**src/sm_pkg.sv**
```systemverilog
package sm_pkg;

  // Q30 datapath width, with headroom for CORDIC gain and negation
  localparam int CW          = 34;
  localparam int STEPS       = 30;
  localparam int OUT_W       = 19;
  localparam int OPAC_W      = 20;
  localparam int RW          = 72;
  localparam logic [OPAC_W-1:0] OPAC_RESET = 20'd6554;
  localparam logic signed [CW-1:0] CORDIC_GAIN = 34'sd652032874;
  // 3/(8*pi) in Q24
  localparam logic signed [22:0] PREF_Q24 = 23'sd2002633;

  // arctangent of 2^-i in 2^-32 turn units
  localparam logic [31:0] ATAN [STEPS] = '{
    32'd536870912, 32'd316933406, 32'd167458907, 32'd85004756, 32'd42667331,
    32'd21354465, 32'd10679838, 32'd5340245, 32'd2670163, 32'd1335087,
    32'd667544, 32'd333772, 32'd166886, 32'd83443, 32'd41722, 32'd20861,
    32'd10430, 32'd5215, 32'd2608, 32'd1304, 32'd652, 32'd326, 32'd163,
    32'd81, 32'd41, 32'd20, 32'd10, 32'd5, 32'd3, 32'd1
  };

  // sine/cosine of all four angles, handed from front to back
  typedef struct packed {
    logic signed [CW-1:0] sti;
    logic signed [CW-1:0] cti;
    logic signed [CW-1:0] spi;
    logic signed [CW-1:0] cpi;
    logic signed [CW-1:0] sto;
    logic signed [CW-1:0] cto;
    logic signed [CW-1:0] spo;
    logic signed [CW-1:0] cpo;
  } trig_t;

  // round half up: add half, then floor shift
  function automatic logic signed [RW-1:0] rnd(input logic signed [RW-1:0] v,
                                               input int s);
    logic signed [RW-1:0] h;
    h = RW'(1) <<< (s - 1);
    return (v + h) >>> s;
  endfunction

endpackage

```
**src/sm_queue.sv**
```systemverilog
module sm_queue import sm_pkg::*; (
  input  logic  clk_i,
  input  logic  rst_ni,
  input  logic  push_i,
  input  trig_t din_i,
  input  logic  pop_i,
  output trig_t dout_o,
  output logic  full_o,
  output logic  empty_o
);

  trig_t      mem_q [4];
  logic [1:0] wr_q, rd_q;
  logic [2:0] cnt_q;

  assign full_o  = cnt_q == 3'd4;
  assign empty_o = cnt_q == 3'd0;
  assign dout_o  = mem_q[rd_q];

  always_ff @(posedge clk_i) begin
    if (push_i) mem_q[wr_q] <= din_i;
  end

  // pointers and fill count
  always_ff @(posedge clk_i or negedge rst_ni) begin
    if (!rst_ni) begin
      wr_q  <= '0;
      rd_q  <= '0;
      cnt_q <= '0;
    end else begin
      if (push_i) wr_q <= wr_q + 2'd1;
      if (pop_i)  rd_q <= rd_q + 2'd1;
      cnt_q <= cnt_q + 3'(push_i) - 3'(pop_i);
    end
  end

endmodule

```
**config.mk**
```make
export PLATFORM = sky130hd
export DESIGN_NAME = sm_queue
export DESIGN_NICKNAME = d
export VERILOG_FILES = /design/src/sm_pkg.sv /design/src/sm_queue.sv
export SDC_FILE = /design/constraint.sdc
export NUM_CORES = 1
export LEC_CHECK = 0
export BUFFER_PORTS_ARGS = -buffer_cell sky130_fd_sc_hd__buf_4
export CORE_MARGIN = 8
export CORE_UTILIZATION = 30
export CTS_BUF_LIST = sky130_fd_sc_hd__clkbuf_4 sky130_fd_sc_hd__clkbuf_8 sky130_fd_sc_hd__clkbuf_16
export CTS_CLUSTER_DIAMETER = 30
export DETAILED_ROUTE_END_ITERATION = 10
export PLACE_DENSITY = 0.48
export SLEW_MARGIN = 20
export SYNTH_ARGS = -nofsm -noshare
export SYNTH_HDL_FRONTEND = slang
export SYNTH_SLANG_ARGS = --single-unit
```
**constraint.sdc**
```tcl
create_clock -name clk_i -period 15.1 [get_ports clk_i]
set_input_delay 0.755 -clock clk_i [delete_from_list [all_inputs] [get_ports clk_i]]
set_output_delay 0.755 -clock clk_i [all_outputs]
set_load 0.01 [all_outputs]
```
# ---- Word level (Yosys, flattened, before mapping)
# Memories as Yosys holds them, arrays and structs flattened.
# Index checks and enable logic that the tools add are counted.
dict set report word_totals {
  regBits 7
  ramBits 1088
  inputBits 276
  output_inout_bits 274
  elab_cells 12
  n_memories 1
}
# memory words word_bits rd rd_clocked_by_memory_dff write_ports line
set memory_table {}
lappend memory_table {mem_q 4 272 1 0 1 sm_queue.sv:12} ;# trig_t mem_q [4];
dict set report op_classes {
  add_sub_neg 4
  n_eq_ne 1
  muxes 2
  reduce_logical 1
}
# op n
set ops {}
lappend ops {{$add A2 B1 Y2 const B} 2}
lappend ops {{$add A3 B1 Y3} 1}
lappend ops {{$eq A3 B3 Y1 const B} 1}
lappend ops {{$logic_not A3 Y1} 1}
lappend ops {{$sub A3 B1 Y3} 1}
lappend ops {{$mux W1} 2}

# ---- Longest topological paths before layout
dict set report depth {
  ltp_word 2
  depth_mapped 7
  depth_no_buf 7
}

# ---- Worst setup path before layout
# Ideal clock, no wire load.
dict set report synth_timing {
  path_type {input-to-reg}
  startpoint {input port push_i}
  endpoint {memory mem_q[0][0] (netlist name), enable pin}
  setup_ns 0.667
  arrival_ns 6.897
  t_required_ns 14.433
  slack_ns 7.536
  path_stages 1
  n_path_buf 0
  path_cell_list {and2_1}
}
dict set report synth_between {
  elab_chain_cells 2
}
# element line
set synth_lines {}
lappend synth_lines {{from (decl)} sm_queue.sv:4} ;# input logic push_i,
lappend synth_lines {{$mux W1} sm_queue.sv:21} ;# if (push_i) mem_q[wr_q] <= din_i;
lappend synth_lines {{$mux W1 (not written as such)} sm_queue.sv:21}
lappend synth_lines {{to (decl)} sm_queue.sv:12}
# No other way between the ends.

==> flow_summary.yaml <==
run_status:
  status: "complete, no violations"
layout:
  area_growth_pct: 36.3
  multi_input_area_mm2: 0.00632
  post-route-util: 0.413
  seq_area_mm2: 0.0329
  nets: 2488
  finalNonFillerCells: 4189
  fillers: 11500
  layout-drive-gt1-share: 0.522
detailed_routing:
  drt_iter0_markers: 892
  vias: 18500
  drc: 0
  post_drt_via_cell_ratio: 4.42
  routed_wl_um: 94600
  wl_per_cell_um: 22.6
  drtAntennaViolNets: 0
  drt_pass1_iterations: 4
synth:
  synthXorXnorAreaFrac: 0.00110
  syn_area_mm2: 0.0399
  synthCells: 1455
  syn_nets: 1738
  synth.largest_area_cell: "edfxtp_1"
  synth_top_family_by_area: "multiplexers"
  synthMuxAreaShare: 0.154
  synth_fa_ha_area_frac: 0.00239
  synth_compound_area_frac: 0.000126
  ys_seq_area_frac: 0.824
  ys_warn_count: 0
  synth_top_area_frac: 0.820
  netlist_top_cells_area: "edfxtp_1 82%, mux4_2 15%, buf_12 1.1%, dfrtp_1 0.44%, buf_2 0.34%"
  ys_seq_elements: 1095
  synth_simple_gate_area_frac: 0.00110
  synth.avg_cell_area_um2: 27.4
  synth.distinct_cells: 18
placed_design:
  place_ws_ns: 10.81
  io_buffer_count: 549
  routabilityCongestion: 0.724
  hpwlAfterDp_um: 57200
  place_inst: 3716
sta:
  fmax_ghz: 0.200
  slew-limit-headroom: 0.100
  setup_tns_ns: 0
  hold_viol_final: 0
  finalSetupViolations: 0
  finalCritPeriodShare: 0.332
  final.setup_skew_ns: 0.0393
  finalMaxSlewViolations: 0
  worst_pin_slew_ns: 1.35
  rsz0062_at_grt: "false"
  whs_ns: 0.146
  timing.final.crit_period_ns: 5.01
  worst_slack_ns: 10.09
floorplan:
  core-area_mm2: 0.132
  pin_count: 550
  dieWidth_um: 381
  die-area_mm2: 0.145
  rows: 133
  initial_core_util: 0.303
  die_y_um: 381
critical_path:
  critPathRequiredTime_ns: 14.35
  cp-end-kind: "output pin"
  crit_arrival_ns: 4.25
  worstSetupPathType: "reg -> out"
  crit_path_start_kind: "flop"
  cp_max_fo: 126
grt:
  grt.overflow.total: 0
  antenna_found_initial: 24
  grt_pass1_vias: 20700
  grt_max_degree: 127
  grt_pass1_wl_um: 138000
  track_usage: 0.127
pwr:
  pwr-share-comb: 0.241
  power.density_mw_per_mm2: 229
  intPower_uw: 9070
  clock_power_share: 0.426
  p_seq_frac: 0.333
  p_leak_uw: 0.0188
  ir_drop_mv: 0.152
  swShare: 0.272
  p_sw_uw: 3380
clock_tree:
  clk_latency_ns: 0.81
  clock_path_buffers: 3
  tritoncts: "yes"
  cts_made_buffers: 241
  clock_sinks: 1095
  root_buffer: "clkbuf_16"
  clkTransAtPathRegs_ns: 0.04
  cts_setup_buffers: 0
  htreeDepth: 4
min_path:
  hold_class: "in -> reg"
run:
  maxCapViolCount: 0
==> cell type report <==
type                       instances  share of cell area
tap                             1755              0.0404
clock inverter                   186              0.0408
multi-input combinational        293               0.116
timing repair buffer             568              0.0802
sequential                      1095               0.605
antenna                           19            0.000875
inverter                           6            0.000415
clock buffer                     267               0.116
==> per-layer routing <==
metal / GRT usage / vias up / wire length, um
li1: - / 8001 / -
met3: 0.0678 / 158 / 9490
met1: 0.143 / 9733 / 36300
met4: 0.0484 / 12 / 2140
met2: 0.205 / 625 / 46700
met5: 0 / - / 76
==> state kept, by name, summed over array words and instances (netlist names) <==
| signal | flops |
|---|---|
| cnt_q | 3 |
| wr_q | 2 |
| mem_q | 1088 |
| rd_q | 2 |
==> worst max-delay path: stages, from the launching register on <==
cell     delay, ns
dfrtp_4       0.82
buf_12        0.41
buf_4         0.96
mux4_2        0.46
buf_4         0.17
==> what timing repair did <==
action / 4_1_cts / 5_1_grt
hold buffers: 1 / 0
gates resized for setup: 0 / 0
endpoints found under the hold margin: 7 / 0
==> cell families (layout without fill, tap and decap cells) <==
family,Yosys count,count (layout)
DFF,1095,1095
muxes,272,272
buffers and inverters,67,1027
and+or+nand+nor,8,8
adders and majority gates,7,7
xor gates and xnor gates,5,5
AOI/OAI and AO/OA,1,1
other,0,19
==> synthesized netlist by cell type (all sizes together) <==
library cell / count
and2: 4
and3: 1
buf: 58
clkbuf: 3
dfrtp: 7
edfxtp: 1088
fa: 1
ha: 6
inv: 6
mux4: 272
nand2: 2
nor3: 1
o21ai: 1
xnor2: 3
xor2: 2
==> power by group through the flow <==
stage                     clock network (uW)  logic (uW)  registers, uW
after global placement                     0        3110           4190
after CTS                               5420        3130           4160
after global routing                    5560        3220           4200
final                                   5310        3000           4150
after detailed placement                   0        3120           4210
after floorplan                            0        1820           4280
==> layout by cell type, fill, tap and decap left out, types with 12 or more instances in the layout <==
cell / netlist / layout
diode_2: 0 / 19
edfxtp_1: 1088 / 1088
clkinv_4: 0 / 22
bufinv_16: 0 / 39
clkinvlp_4: 0 / 27
mux4_2: 272 / 272
clkbuf_16: 0 / 244
inv_6: 0 / 12
buf_4: 1 / 559
clkinv_2: 0 / 41
clkbuf_4: 0 / 19
clkinv_1: 0 / 37
==> path summary, 6_finish.rpt <==
kind	start	to	slack, ns	depth (start not counted)
setup / recovery	rd_q[1]$_DFFE_PN0P_	dout_o[90]	10.09	4
hold reg to reg	wr_q[0]$_DFFE_PN0P_	wr_q[0]$_DFFE_PN0P_	0.55	1
min in group asynchronous	rst_ni	cnt_q[2]$_DFF_PN0_	0.40	2
setup reg to reg	wr_q[0]$_DFFE_PN0P_	mem_q[0][266]$_DFFE_PP_	11.51	5
hold / removal	din_i[3]	mem_q[3][3]$_DFFE_PP_	0.15	1
max in group asynchronous	rst_ni	rd_q[1]$_DFFE_PN0P_	14.49	2
==> per-stage QoR <==
step / cell area (um^2) / power, uW
2_1_floorplan: 39900 / 6100
3_3_place_gp: 45700 / 7300
3_5_place_dp: 45700 / 7330
4_1_cts: 54300 / 12700
5_1_grt: 54300 / 13000
6_report: 54300 / 12500
No activity file was read; power rests on OpenSTA's default activity.
